--- src/lab_pkg.sv ---
// Shared types, constants and arctangent table for the light array bearing estimator.
package lab_pkg;

  // Default parameter values
  localparam int SENSOR_COUNT_DEF = 16;
  localparam int ANGLE_BITS_DEF   = 16;

  // Datapath widths fixed by the field formats
  localparam int XY_W    = 44;   // CORDIC x/y, holds a negated and grown 40-bit sum
  localparam int ACC_W   = 40;   // x/y accumulators
  localparam int SUM_W   = 20;   // weight and light sums
  localparam int MUL_W   = 18;   // multiplier operand width
  localparam int PROD_W  = 2 * MUL_W;
  localparam int IDX_W   = 4;
  localparam int INT_W   = 16;
  localparam int BRG_W   = 16;
  localparam int SF_W    = 9;
  localparam int CFG_IDX_W  = 2;
  localparam int CFG_DATA_W = 20;
  localparam int IN_DATA_W  = 40;
  localparam int OUT_DATA_W = 96;
  localparam int ATAN_IDX_W = 5;
  localparam int ATAN_DEPTH = 24;

  // Ring weight start value, 0.60725 in Q.14
  localparam logic signed [XY_W-1:0] GAIN_INIT = XY_W'(9949);

  // Register reset values
  localparam logic [INT_W-1:0] SENSOR_THR_RST = 16'd102;
  localparam logic [SUM_W-1:0] LIGHT_THR_RST  = 20'd1024;
  localparam logic [SF_W-1:0]  SMOOTH_RST     = 9'd77;

  // Configuration register indexes
  localparam logic [CFG_IDX_W-1:0] CFG_SENSOR_THR = 2'd0;
  localparam logic [CFG_IDX_W-1:0] CFG_LIGHT_THR  = 2'd1;
  localparam logic [CFG_IDX_W-1:0] CFG_SMOOTH     = 2'd2;

  // arctan(2^-i) in 2^32 per turn
  localparam logic [31:0] ATAN_TAB [ATAN_DEPTH] = '{
    32'd536870912, 32'd316933406, 32'd167458907, 32'd85004756, 32'd42667331,
    32'd21354465, 32'd10679838, 32'd5340245, 32'd2670163, 32'd1335087,
    32'd667544, 32'd333772, 32'd166886, 32'd83443, 32'd41722, 32'd20861,
    32'd10430, 32'd5215, 32'd2608, 32'd1304, 32'd652, 32'd326, 32'd163, 32'd81
  };

  // Sequencer states
  typedef enum logic [3:0] {
    ST_IDLE,
    ST_ROT,
    ST_MUL_X,
    ST_MUL_Y,
    ST_ACC_Y,
    ST_CHECK,
    ST_VEC,
    ST_ROUND,
    ST_SMOOTH,
    ST_UPDATE,
    ST_OUT
  } lab_state_t;

  // Control of the shared CORDIC unit
  typedef struct packed {
    logic load;
    logic run;
    logic vectoring;
  } lab_cordic_ctrl_t;

  // Multiplier operand selection
  typedef enum logic [1:0] {
    MUL_SEL_X,
    MUL_SEL_Y,
    MUL_SEL_SMOOTH
  } lab_mul_sel_t;

  // Arctangent step at a given angle resolution, rounded half up
  function automatic logic [31:0] atan_step(input logic [ATAN_IDX_W-1:0] idx,
                                            input int unsigned bits);
    logic [32:0] t;
    int unsigned sh;
    sh = 32 - bits;
    if (idx < ATAN_IDX_W'(ATAN_DEPTH)) begin
      t = {1'b0, ATAN_TAB[idx]} + (33'd1 << (sh - 1));
    end else begin
      t = '0;
    end
    return 32'(t >> sh);
  endfunction

endpackage

--- src/light_array_bearing_estimator.sv ---
// Light array bearing estimator: sample accumulation, CORDIC bearing, smoothing and output.
// A sample at or below threshold only adds to the light sum; one above it also runs the
// rotation CORDIC for the ring weight and two passes of the shared multiplier. A last
// sample then adds check, vectoring CORDIC, rounding, smoothing multiply, update and output
// load (no vectoring or rounding for an invalid or zero-vector frame) and any output stall.
// Synchronous active-high reset restores register defaults, clears the sums and sequencer state.
module light_array_bearing_estimator #(
  parameter int SENSOR_COUNT = lab_pkg::SENSOR_COUNT_DEF,
  parameter int ANGLE_BITS   = lab_pkg::ANGLE_BITS_DEF
) (
  input  logic                                  clk,
  input  logic                                  rst,
  // sensor_index[3:0], intensity[19:4], heading[35:20], zero pad
  input  logic [lab_pkg::IN_DATA_W-1:0]         s_tdata,
  input  logic                                  s_tlast,
  input  logic                                  s_tvalid,
  output logic                                  s_tready,
  // valid[0], raw_bearing[16:1], smoothed_bearing[32:17], world_bearing[48:33],
  // weight_total[68:49], light_total[88:69], light_ok[89], zero pad
  output logic [lab_pkg::OUT_DATA_W-1:0]        m_tdata,
  output logic                                  m_tvalid,
  input  logic                                  m_tready,
  input  logic                                  cfg_valid,
  output logic                                  cfg_ready,
  input  logic [lab_pkg::CFG_IDX_W-1:0]         cfg_index,
  input  logic [lab_pkg::CFG_DATA_W-1:0]        cfg_data
);
  import lab_pkg::*;

  localparam int ZW     = ANGLE_BITS + 2;
  localparam int SH_DN  = (ANGLE_BITS > BRG_W) ? ANGLE_BITS - BRG_W : 0;
  localparam int SH_UP  = (ANGLE_BITS < BRG_W) ? BRG_W - ANGLE_BITS : 0;
  localparam int RND_W  = 41;
  localparam logic [RND_W-1:0] RND = (RND_W'(1) << SH_DN) >> 1;
  localparam logic signed [ZW-1:0] Z_QUARTER = ZW'(2 ** (ANGLE_BITS - 2));
  localparam logic signed [ZW-1:0] Z_HALF    = ZW'(2 ** (ANGLE_BITS - 1));

  // Configuration registers
  logic [INT_W-1:0] sensor_threshold;
  logic [SUM_W-1:0] total_light_threshold;
  logic [SF_W-1:0]  smooth_factor;

  // Sequencer and frame state
  lab_state_t state, state_next;
  logic signed [ACC_W-1:0] x_acc, y_acc;
  logic [SUM_W-1:0] w_acc, l_acc;
  logic [BRG_W-1:0] smoothed, raw;
  logic primed, valid;
  logic [INT_W-1:0] inten_q;
  logic [BRG_W-1:0] heading_q;
  logic last_q;

  // Input fields
  logic [IDX_W-1:0] s_idx;
  logic [INT_W-1:0] s_inten;
  logic [BRG_W-1:0] s_heading;
  assign s_idx     = s_tdata[3:0];
  assign s_inten   = s_tdata[19:4];
  assign s_heading = s_tdata[35:20];

  logic accept, above, out_free;
  assign accept    = s_tvalid && s_tready;
  assign above     = s_inten > sensor_threshold;
  assign out_free  = !m_tvalid || m_tready;
  assign cfg_ready = 1'b1;

  // Shared units
  lab_cordic_ctrl_t cctrl;
  logic signed [XY_W-1:0] c_x_in, c_y_in, c_x, c_y;
  logic signed [ZW-1:0]   c_z_in, c_z;
  logic                   c_done;
  lab_mul_sel_t           mul_sel;
  logic signed [MUL_W-1:0]  mul_a, mul_b;
  logic signed [PROD_W-1:0] prod;

  lab_cordic #(.ANGLE_BITS(ANGLE_BITS)) u_cordic (
    .clk   (clk),
    .ctrl  (cctrl),
    .x_in  (c_x_in),
    .y_in  (c_y_in),
    .z_in  (c_z_in),
    .x_out (c_x),
    .y_out (c_y),
    .z_out (c_z),
    .done  (c_done)
  );

  lab_mult u_mult (
    .clk (clk),
    .a   (mul_a),
    .b   (mul_b),
    .p   (prod)
  );

  // Ring angle of the incoming sample from a constant table, folded into [-quarter, quarter]
  logic [ANGLE_BITS-1:0]       angle_a;
  logic signed [ZW-1:0]        z_a, rot_z;
  logic signed [XY_W-1:0]      rot_x;
  always_comb begin
    angle_a = '0;
    for (int i = 0; i < 2 ** IDX_W; i++) begin
      if (s_idx == IDX_W'(i)) begin
        angle_a = ANGLE_BITS'((longint'(i) << ANGLE_BITS) / SENSOR_COUNT);
      end
    end
    z_a       = ZW'(signed'(angle_a));
    rot_x     = GAIN_INIT;
    rot_z     = z_a;
    if (z_a > Z_QUARTER) begin
      rot_z = z_a - Z_HALF;
      rot_x = -GAIN_INIT;
    end else if (z_a < -Z_QUARTER) begin
      rot_z = z_a + Z_HALF;
      rot_x = -GAIN_INIT;
    end
  end

  // Vectoring start: move x into the right half plane
  logic signed [XY_W-1:0] vx, vy, vec_x, vec_y;
  logic signed [ZW-1:0]   vec_z;
  logic                   zero_vec, valid_now;
  always_comb begin
    vx = XY_W'(x_acc);
    vy = XY_W'(y_acc);
    if (vx < 0) begin
      vec_x = -vx;
      vec_y = -vy;
      vec_z = Z_HALF;
    end else begin
      vec_x = vx;
      vec_y = vy;
      vec_z = '0;
    end
    zero_vec  = (x_acc == '0) && (y_acc == '0);
    valid_now = w_acc > SUM_W'(sensor_threshold);
  end

  assign c_x_in = (state == ST_IDLE) ? rot_x : vec_x;
  assign c_y_in = (state == ST_IDLE) ? '0 : vec_y;
  assign c_z_in = (state == ST_IDLE) ? rot_z : vec_z;

  // Wrapped bearing difference in (-half, half]
  logic [BRG_W-1:0]      diff_u;
  logic signed [BRG_W:0] diff;
  always_comb begin
    diff_u = raw - smoothed;
    diff   = (diff_u > 16'd32768) ? {1'b1, diff_u} : {1'b0, diff_u};
  end

  // Multiplier operands
  always_comb begin
    case (mul_sel)
      MUL_SEL_X: begin
        mul_a = MUL_W'({2'b00, inten_q});
        mul_b = MUL_W'(c_x);
      end
      MUL_SEL_Y: begin
        mul_a = MUL_W'({2'b00, inten_q});
        mul_b = MUL_W'(c_y);
      end
      MUL_SEL_SMOOTH: begin
        mul_a = MUL_W'({{(MUL_W - SF_W){1'b0}}, smooth_factor});
        mul_b = MUL_W'(diff);
      end
      default: begin
        mul_a = '0;
        mul_b = '0;
      end
    endcase
  end

  // Saturating accumulate of a product
  logic signed [ACC_W:0]   sum_x, sum_y;
  logic signed [ACC_W-1:0] sat_x, sat_y;
  logic [SUM_W:0]          sum_w, sum_l;
  always_comb begin
    sum_x = (ACC_W + 1)'(x_acc) + (ACC_W + 1)'(prod);
    sum_y = (ACC_W + 1)'(y_acc) + (ACC_W + 1)'(prod);
    sat_x = (sum_x[ACC_W] != sum_x[ACC_W-1]) ?
            {sum_x[ACC_W], {(ACC_W - 1){~sum_x[ACC_W]}}} : sum_x[ACC_W-1:0];
    sat_y = (sum_y[ACC_W] != sum_y[ACC_W-1]) ?
            {sum_y[ACC_W], {(ACC_W - 1){~sum_y[ACC_W]}}} : sum_y[ACC_W-1:0];
    sum_w = {1'b0, w_acc} + (SUM_W + 1)'(inten_q);
    sum_l = {1'b0, l_acc} + (SUM_W + 1)'(s_inten);
  end

  // Round the CORDIC angle to 16 bits
  logic [RND_W-1:0] ang_ext, ang_rnd;
  logic [BRG_W-1:0] raw_round;
  always_comb begin
    ang_ext   = RND_W'(c_z[ANGLE_BITS-1:0]);
    ang_rnd   = (ang_ext + RND) >> SH_DN;
    raw_round = BRG_W'(ang_rnd << SH_UP);
  end

  // Smoothing step, low 16 bits of floor((sf * diff + 128) / 256)
  logic signed [PROD_W-1:0] step_full;
  logic [BRG_W-1:0]         step;
  always_comb begin
    step_full = prod + PROD_W'(128);
    step      = step_full[BRG_W+7:8];
  end

  // Next state
  always_comb begin
    state_next = state;
    case (state)
      ST_IDLE: begin
        if (accept) begin
          if (above) state_next = ST_ROT;
          else if (s_tlast) state_next = ST_CHECK;
        end
      end
      ST_ROT:    if (c_done) state_next = ST_MUL_X;
      ST_MUL_X:  state_next = ST_MUL_Y;
      ST_MUL_Y:  state_next = ST_ACC_Y;
      ST_ACC_Y:  state_next = last_q ? ST_CHECK : ST_IDLE;
      ST_CHECK:  state_next = (valid_now && !zero_vec) ? ST_VEC : ST_SMOOTH;
      ST_VEC:    if (c_done) state_next = ST_ROUND;
      ST_ROUND:  state_next = ST_SMOOTH;
      ST_SMOOTH: state_next = ST_UPDATE;
      ST_UPDATE: state_next = ST_OUT;
      ST_OUT:    if (out_free) state_next = ST_IDLE;
      default:   state_next = ST_IDLE;
    endcase
  end

  // Control outputs of the sequencer
  always_comb begin
    s_tready        = 1'b0;
    cctrl.load      = 1'b0;
    cctrl.run       = 1'b0;
    cctrl.vectoring = 1'b0;
    mul_sel         = MUL_SEL_X;
    case (state)
      ST_IDLE: begin
        s_tready   = 1'b1;
        cctrl.load = accept && above;
      end
      ST_ROT:    cctrl.run = 1'b1;
      ST_MUL_X:  mul_sel = MUL_SEL_X;
      ST_MUL_Y:  mul_sel = MUL_SEL_Y;
      ST_CHECK:  cctrl.load = valid_now && !zero_vec;
      ST_VEC: begin
        cctrl.run       = 1'b1;
        cctrl.vectoring = 1'b1;
      end
      ST_SMOOTH: mul_sel = MUL_SEL_SMOOTH;
      default: begin
        s_tready = 1'b0;
      end
    endcase
  end

  // State register, configuration and frame state
  always_ff @(posedge clk) begin
    if (rst) begin
      state                 <= ST_IDLE;
      sensor_threshold      <= SENSOR_THR_RST;
      total_light_threshold <= LIGHT_THR_RST;
      smooth_factor         <= SMOOTH_RST;
      x_acc                 <= '0;
      y_acc                 <= '0;
      w_acc                 <= '0;
      l_acc                 <= '0;
      smoothed              <= '0;
      primed                <= 1'b0;
      m_tvalid              <= 1'b0;
    end else begin
      state <= state_next;

      // register writes
      if (cfg_valid && cfg_ready) begin
        case (cfg_index)
          CFG_SENSOR_THR: sensor_threshold      <= cfg_data[INT_W-1:0];
          CFG_LIGHT_THR:  total_light_threshold <= cfg_data[SUM_W-1:0];
          CFG_SMOOTH:     smooth_factor         <= cfg_data[SF_W-1:0];
          default:        ;
        endcase
      end

      // result valid: set on load, cleared once taken
      if (state == ST_OUT && out_free) begin
        m_tvalid <= 1'b1;
      end else if (m_tready) begin
        m_tvalid <= 1'b0;
      end

      case (state)
        ST_IDLE: begin
          if (accept) l_acc <= sum_l[SUM_W] ? {SUM_W{1'b1}} : sum_l[SUM_W-1:0];
        end
        ST_MUL_Y: x_acc <= sat_x;
        ST_ACC_Y: begin
          y_acc <= sat_y;
          w_acc <= sum_w[SUM_W] ? {SUM_W{1'b1}} : sum_w[SUM_W-1:0];
        end
        ST_UPDATE: begin
          if (!primed) begin
            smoothed <= raw;
            primed   <= 1'b1;
          end else if (valid) begin
            smoothed <= smoothed + step;
          end
        end
        ST_OUT: begin
          if (out_free) begin
            x_acc    <= '0;
            y_acc    <= '0;
            w_acc    <= '0;
            l_acc    <= '0;
          end
        end
        default: ;
      endcase
    end
  end

  // Item and result payload registers
  always_ff @(posedge clk) begin
    if (accept) begin
      inten_q   <= s_inten;
      heading_q <= s_heading;
      last_q    <= s_tlast;
    end
    if (state == ST_CHECK) begin
      valid <= valid_now;
      raw   <= '0;
    end
    if (state == ST_ROUND) raw <= raw_round;
    if (state == ST_OUT && out_free) begin
      m_tdata <= {6'b0,
                  valid && (l_acc > total_light_threshold),
                  l_acc,
                  w_acc,
                  heading_q + smoothed,
                  smoothed,
                  raw,
                  valid};
    end
  end

endmodule

--- src/lab_cordic.sv ---
// Shared iterative CORDIC: one shift-add micro-rotation per run cycle, rotation or vectoring.
module lab_cordic #(
  parameter int ANGLE_BITS = lab_pkg::ANGLE_BITS_DEF
) (
  input  logic                                     clk,
  input  lab_pkg::lab_cordic_ctrl_t                ctrl,
  input  logic signed [lab_pkg::XY_W-1:0]          x_in,
  input  logic signed [lab_pkg::XY_W-1:0]          y_in,
  input  logic signed [ANGLE_BITS+1:0]             z_in,
  output logic signed [lab_pkg::XY_W-1:0]          x_out,
  output logic signed [lab_pkg::XY_W-1:0]          y_out,
  output logic signed [ANGLE_BITS+1:0]             z_out,
  output logic                                     done
);
  import lab_pkg::*;

  localparam int ZW  = ANGLE_BITS + 2;
  localparam int ITW = $clog2(ANGLE_BITS);

  logic signed [XY_W-1:0] x, y, xs, ys;
  logic signed [ZW-1:0]   z, at;
  logic [ITW-1:0]         iter;
  logic                   neg;

  // Shifted terms and direction of this micro-rotation
  always_comb begin
    xs  = x >>> iter;
    ys  = y >>> iter;
    at  = ZW'(atan_step(ATAN_IDX_W'(iter), ANGLE_BITS));
    neg = ctrl.vectoring ? ~y[XY_W-1] : z[ZW-1];
  end

  assign done  = ctrl.run && (iter == ITW'(ANGLE_BITS - 1));
  assign x_out = x;
  assign y_out = y;
  assign z_out = z;

  // Iteration registers
  always_ff @(posedge clk) begin
    if (ctrl.load) begin
      x    <= x_in;
      y    <= y_in;
      z    <= z_in;
      iter <= '0;
    end else if (ctrl.run) begin
      if (neg) begin
        x <= x + ys;
        y <= y - xs;
        z <= z + at;
      end else begin
        x <= x - ys;
        y <= y + xs;
        z <= z - at;
      end
      iter <= iter + 1'b1;
    end
  end

endmodule

--- src/lab_mult.sv ---
// Shared signed multiplier with registered product.
module lab_mult (
  input  logic                                 clk,
  input  logic signed [lab_pkg::MUL_W-1:0]     a,
  input  logic signed [lab_pkg::MUL_W-1:0]     b,
  output logic signed [lab_pkg::PROD_W-1:0]    p
);
  import lab_pkg::*;

  // One product per cycle
  always_ff @(posedge clk) begin
    p <= a * b;
  end

endmodule
--- config.mk ---
export PLATFORM = sky130hd
export DESIGN_NAME = light_array_bearing_estimator
export DESIGN_NICKNAME = d
export VERILOG_FILES = /design/src/lab_pkg.sv /design/src/light_array_bearing_estimator.sv /design/src/lab_cordic.sv /design/src/lab_mult.sv
export SDC_FILE = /design/constraint.sdc
export NUM_CORES = 2
export LEC_CHECK = 0
export ABC_AREA = 1
export BUFFER_PORTS_ARGS = -buffer_cell sky130_fd_sc_hd__buf_4
export CAP_MARGIN = 5
export CORE_MARGIN = 2
export CORE_UTILIZATION = 40
export CTS_BUF_LIST = sky130_fd_sc_hd__clkbuf_4
export CTS_CLUSTER_SIZE = 16
export DETAILED_ROUTE_END_ITERATION = 8
export HOLD_SLACK_MARGIN = 0.06
export SLEW_MARGIN = 10
export SYNTH_ARGS = -nofsm -noshare
export SYNTH_HDL_FRONTEND = slang
export SYNTH_SLANG_ARGS = --single-unit
--- constraint.sdc ---
create_clock -name clk -period 8.4 [get_ports clk]
set_input_delay 1.68 -clock clk [delete_from_list [all_inputs] [get_ports clk]]
set_output_delay 1.68 -clock clk [all_outputs]
set_load 0.02 [all_outputs]
* Word level (Yosys, flattened, before mapping) *
Memories as Yosys holds them, arrays and structs flattened.
Cells that the tools add are included.

word-level totals
  register bits after elaboration = 472
  bits in read-only memories = 1024
  bits of input ports = 68
  output and inout port bits = 99
  word-level logic and storage cells = 200
  memories = 1

memory list
  name             depth  width  read ports  clocked after memory_dff  write ports  RTL line       RTL
  (no name shown)  32     32     1           0                         0            lab_pkg.sv:82  t = {1'b0, ATAN_TAB[idx]} + (33'd1 << (sh - 1));

operators by class
  $add $sub $neg = 20
  multiply operators = 1
  magnitude comparators = 9
  equality and inequality tests = 38
  shifts and indexed selects = 2
  multiplexer cells = 72
  bitwise logic cells = 4
  reduce and logical (&&, ||, !) cells = 31

operator list
  operator                                                     count
  two-way mux 44 bit                                           12
  two-way mux 16 bit                                           16
  case mux 40 bit (2 select lines)                             2
  two-way mux 40 bit                                           3
  two-way mux 18 bit                                           6
  adder 44 bit                                                 2
  negation 40 -> 44 bit                                        2
  >>> shifter 44 x 4 -> 44 bit                                 2
  subtractor 44 bit                                            2
  adder 40 x 35 -> 41 bit                                      2
  logical NOT 40 bit                                           2
  two-way mux 20 bit                                           4
  case mux 20 bit (2 select lines)                             2
  two-way mux 32 bit                                           2
  case mux 18 bit (3 select lines)                             1
  equality test 4 bit, second input constant                   12
  case mux 4 bit (11 select lines)                             1
  adder 20 x 16 -> 21 bit                                      2
  less-than comparator 40 x 1 -> 1 bit, second input constant  1
  multiplier 17 x 18 -> 35 bit                                 1
  adder 32 x 16 -> 33 bit, second input constant               1
  two-way mux 33 bit                                           1
  adder 16 bit                                                 2
  equality test 4 x 3 -> 1 bit, second input constant          8
  other kinds (44)                                             88

* Depth between registers and ports, before layout *
  word-level depth = 21
  mapped depth = 38
  mapped depth without buffers = 37

* By module *
From an unflattened synthesis, not the netlist that was laid out.

second synthesis, totals
  cell total of the unflattened synthesis = 8983
  area, all modules = 59234.3 um^2

by module, submodules not included
  module                         times used  cells an instance  area each (um^2)  sequential area each (um^2)
  light_array_bearing_estimator  1           3939               26610.5           7947.6
  lab_cordic                     1           3194               18584.1           3263.1
  lab_mult                       1           1850               14039.7           720.7

* Worst setup path after synthesis *
OpenSTA, ideal clock, no wires.

  kind = flip-flop to flip-flop
  from = register raw[0]
  to = register, netlist name u_mult.p[34]
  library setup time = 72 ps
  data arrival time = 7498 ps
  data required time = 8328 ps
  path slack = 830 ps
  stages on the path, launching flop included = 39
  path buffers = 2
  period minus slack after synthesis = 7570 ps
  cells stage by stage = edfxtp_1 inv_1 ha_1 fa_1 nand3b_1 nand2_1 a21oi_1 o21bai_1 nand3_1 nand2_1 nand2_1 nand2_1 nor2_1 nand4_1 nand2_1 nand2_1 buf_2 nand2_1 [3 not listed] clkbuf_1 xnor2_1 ha_1 inv_1 fa_1 inv_1 fa_1 inv_1 fa_1 inv_1 ha_1 inv_1 nor3_1 inv_1 nor3_1 nand4_1 o2111ai_1 xor2_1

on the way
  cells in the longest elaborated chain, start to end = 5

RTL lines
  element                               RTL line                              RTL
  from (decl)                           light_array_bearing_estimator.sv:47   logic [BRG_W-1:0] smoothed, raw;
  from (signal assigned)                light_array_bearing_estimator.sv:330  if (state == ST_ROUND) raw <= raw_round;
  subtractor 16 bit (*)                 light_array_bearing_estimator.sv:146  diff_u = raw - smoothed;
  > comparator 16 bit                   light_array_bearing_estimator.sv:147  diff = (diff_u > 16'd32768) ? {1'b1, diff_u} : {1'b0, diff_u};
  two-way mux 17 bit (*)                light_array_bearing_estimator.sv:147
  case mux 18 bit (3 select lines) (*)  light_array_bearing_estimator.sv:152  case (mul_sel)
  multiplier 17 x 18 -> 35 bit (*)      lab_mult.sv:12                        p <= a * b;

Every way passes the cells marked *; elsewhere a longest branch is shown, timed or not.
A chain may end at the register's enable or synchronous reset.

* Final worst setup path *
  from = register raw[2]
  to = register u_mult.p[31] (netlist name)

on the way
  cells in the longest elaborated chain, start to end = 5

RTL lines
  element                               RTL line                              RTL
  subtractor 16 bit (*)                 light_array_bearing_estimator.sv:146
  > comparator 16 bit                   light_array_bearing_estimator.sv:147
  two-way mux 17 bit (*)                light_array_bearing_estimator.sv:147
  case mux 18 bit (3 select lines) (*)  light_array_bearing_estimator.sv:152
  multiplier 17 x 18 -> 35 bit (*)      lab_mult.sv:12
  to (signal assigned)                  lab_mult.sv:12
  to (decl)                             lab_mult.sv:6                         output logic signed [lab_pkg::PROD_W-1:0] p

Marks and branches as above.

==> summary.txt <==
Prevailing post-synth register cell: edfxtp_1
GRT Resource Usage Total: 27.9%
Setup ws final: 438 ps
WL final: 199,000 microns
Worst Tran Pin Value: 1250 ps
Core ar.: 0.135 sq mm
Maxcap violations: 0
Clk Latency, worst-skew pair: 1200 ps
TritonRoute pass-1 iters: 6
Overflow after GRT: 0
Most frequent cells in the layout: nand2_1, inv_1, nor2_1
Synthesized cell area: 0.0546 sq mm
Root Driver: clkbuf_4
Part of the Yosys area used for sequential elements: 21.8%
P&R area growth vs syn: 9.10%
Detail Placement HPWL: 162,000 microns
Final hold vios: 0
CTS tree: done
Critical path endpoint category: register
Gate Count Post-Synth: 7,889
Worst Path Required: 9380 ps
H-tree depth: 4
DIE AREA: 0.139 sq mm
Initial core utilization: 40.3%
Max Root-Sink Buffers: 3
GPL Wtd Cong: 0.986
I/O pin cnt: 167
Outcome: complete, no violations
Vias: 54,100
Hold WC Path Type: register to register
DR vias/cell: 5.43
Worst-path fanout max: 15
Largest net degree at the start of global routing: 76
CTS Buf Count: 138
Initial antenna violation count: 5
Row cnt: 135
DRT antenna net count: 0
Share of cells above drive strength 1: 7.49%
Ys async rst share: 0%
CTS Sinks: 472
Setup Crit Path Kind: register to register
Slowest CP cell: fa_1
Layout Skew: 125 ps
Drt drc: 0
Cell taking the most area after synthesis: edfxtp_1
Buffers added on ports: 155
Fin crit share: 94.8%
Slew Limit Fails: 0
Avg WL per Cell: 20.0 microns
Fin nets: 8,840
Max-slew headroom: 16.5%
Top cell type's share of synthesized area: 13.5%
Vias in the first global route: 51,500
Die W: 373 microns
Synth Warn #: 0
Critical Path AT: 8940 ps
First-pass GRT wire length: 303,000 microns
DP Worst Slack: 40.4 ps
Peak Freq: 126 MHz
Most common cell after layout, fill and taps aside: nand2_1
Final setup vio count: 0
Fill cells: 14,300
Register clock-pin slew on the reported worst setup and hold paths: 80 ps
Initial DRC count: 5,027
Post-synth EDFFs: 246
Die Span Y: 373 microns
CP max stage delay: 560 ps
Min cycle time layout: 7960 ps
Post-synthesis register bit count: 472
Crit start category: register
Yosys cell types: 64
Synth Area per Inst: 6.92 sq um
Synth top area cells: edfxtp_1, nand2_1, fa_1
## state kept, by name, summed over array words and instances (netlist names), 4 cells and up
name	count
smoothed	16
u_cordic.y_out	44
u_cordic.x_out	44
total_light_threshold	20
m_tdata	90
y_acc	40
state	4
u_mult.p	35
sensor_threshold	16
raw	16
u_cordic.z_out	18
x_acc	40
l_acc	20
smooth_factor	9
w_acc	20
inten_q	16
heading_q	16
u_cordic.iter	4
## final cells by class
type | count | area [sq um] | share of cell area (%)
Clock buffer | 203 | 1520 | 2.56
Inverter | 1103 | 4140 | 6.95
Timing Repair Buffer | 263 | 1970 | 3.31
Tap cell | 1781 | 2230 | 3.74
Clock inverter | 44 | 298 | 0.500
Sequential cell | 472 | 11900 | 20.0
Antenna cell | 7 | 17.5 | 0.0294
Multi-Input combinational cell | 6082 | 37500 | 62.9
## path summary, 6_finish.rpt
| check | start | end | slack, ps | cells past startpoint |
|---|---|---|---|---|
| setup / recovery | raw[2] | u_mult.p[31] | 440 | 33 |
| hold / removal | total_light_threshold[16] | total_light_threshold[16] | 460 | 2 |
| setup reg to reg | raw[2] | u_mult.p[31] | 440 | 33 |
| hold reg to reg | total_light_threshold[16] | total_light_threshold[16] | 460 | 2 |
## cells in the mapped netlist (all sizes together), types with 26 or more instances
library cell	number
nor2	775
ha	415
a21oi	614
a21boi	26
o21ai	415
nor3	93
fa	297
inv	1092
edfxtp	246
or2	37
nor4	28
a31oi	39
clkbuf	126
nand4	82
o21bai	30
o211ai	44
nand2	1876
dfxtp	226
xor2	258
buf	111
xnor2	165
a21o	31
nand3	698
o22ai	35
## per-stage QoR
stage          setup TNS (ps)  hold slack [ps]  cells  instance area (sq um)  utilization (%)
3_3_place_gp                0              450   9700                  57700             42.6
5_1_grt                 -64.8              487   9953                  59600             44.0
2_1_floorplan               0              435   7894                  54600                -
3_5_place_dp                0              453   9700                  57700             42.6
6_report                    0              459   9955                  59600             44.0
4_1_cts                     0              463   9947                  59500             43.9
## routing by layer
layer / routed length, microns / GRT usage [%] / up-vias
li1: - / - / 26300
met1: 88200 / 37.7 / 25400
met2: 89200 / 44.8 / 1931
met3: 12000 / 3.12 / 430
met4: 9920 / 12.9 / 0
met5: 0 / 0 / -
## cells by family (layout without fill, tap and decap cells)
family | count (synthesis) | count (layout) | synth area share, %
AOI/OAI and AO/OA | 1321 | 1321 | 13.5
xor gates and xnor gates | 423 | 423 | 6.78
adders and majority gates | 712 | 712 | 20.4
buffers and inverters | 1340 | 1613 | 9.73
DFF | 472 | 472 | 21.8
other | 2 | 14 | 0.0138
and+or+nand+nor | 3619 | 3619 | 27.7
## critical path, delay by kind of cell (launching register included)
kind / cells / cell delay [ps]
buffers and inverters: 7 / 660
DFF: 1 / 490
AOI/OAI and AO/OA: 5 / 850
xor gates and xnor gates: 1 / 160
adders and majority gates: 8 / 3970
and+or+nand+nor: 12 / 1730
## what timing repair did
| item | CTS | global route |
|---|---|---|
| hold buffers | 0 | 0 |
| gates resized for setup | 0 | 15 |
| endpoints found under the setup margin | 0 | 10 |
| setup buffers | 0 | 1 |
Power is not shown: default switching activity piles up to over one toggle a cycle in this logic, so the estimate is an artifact.
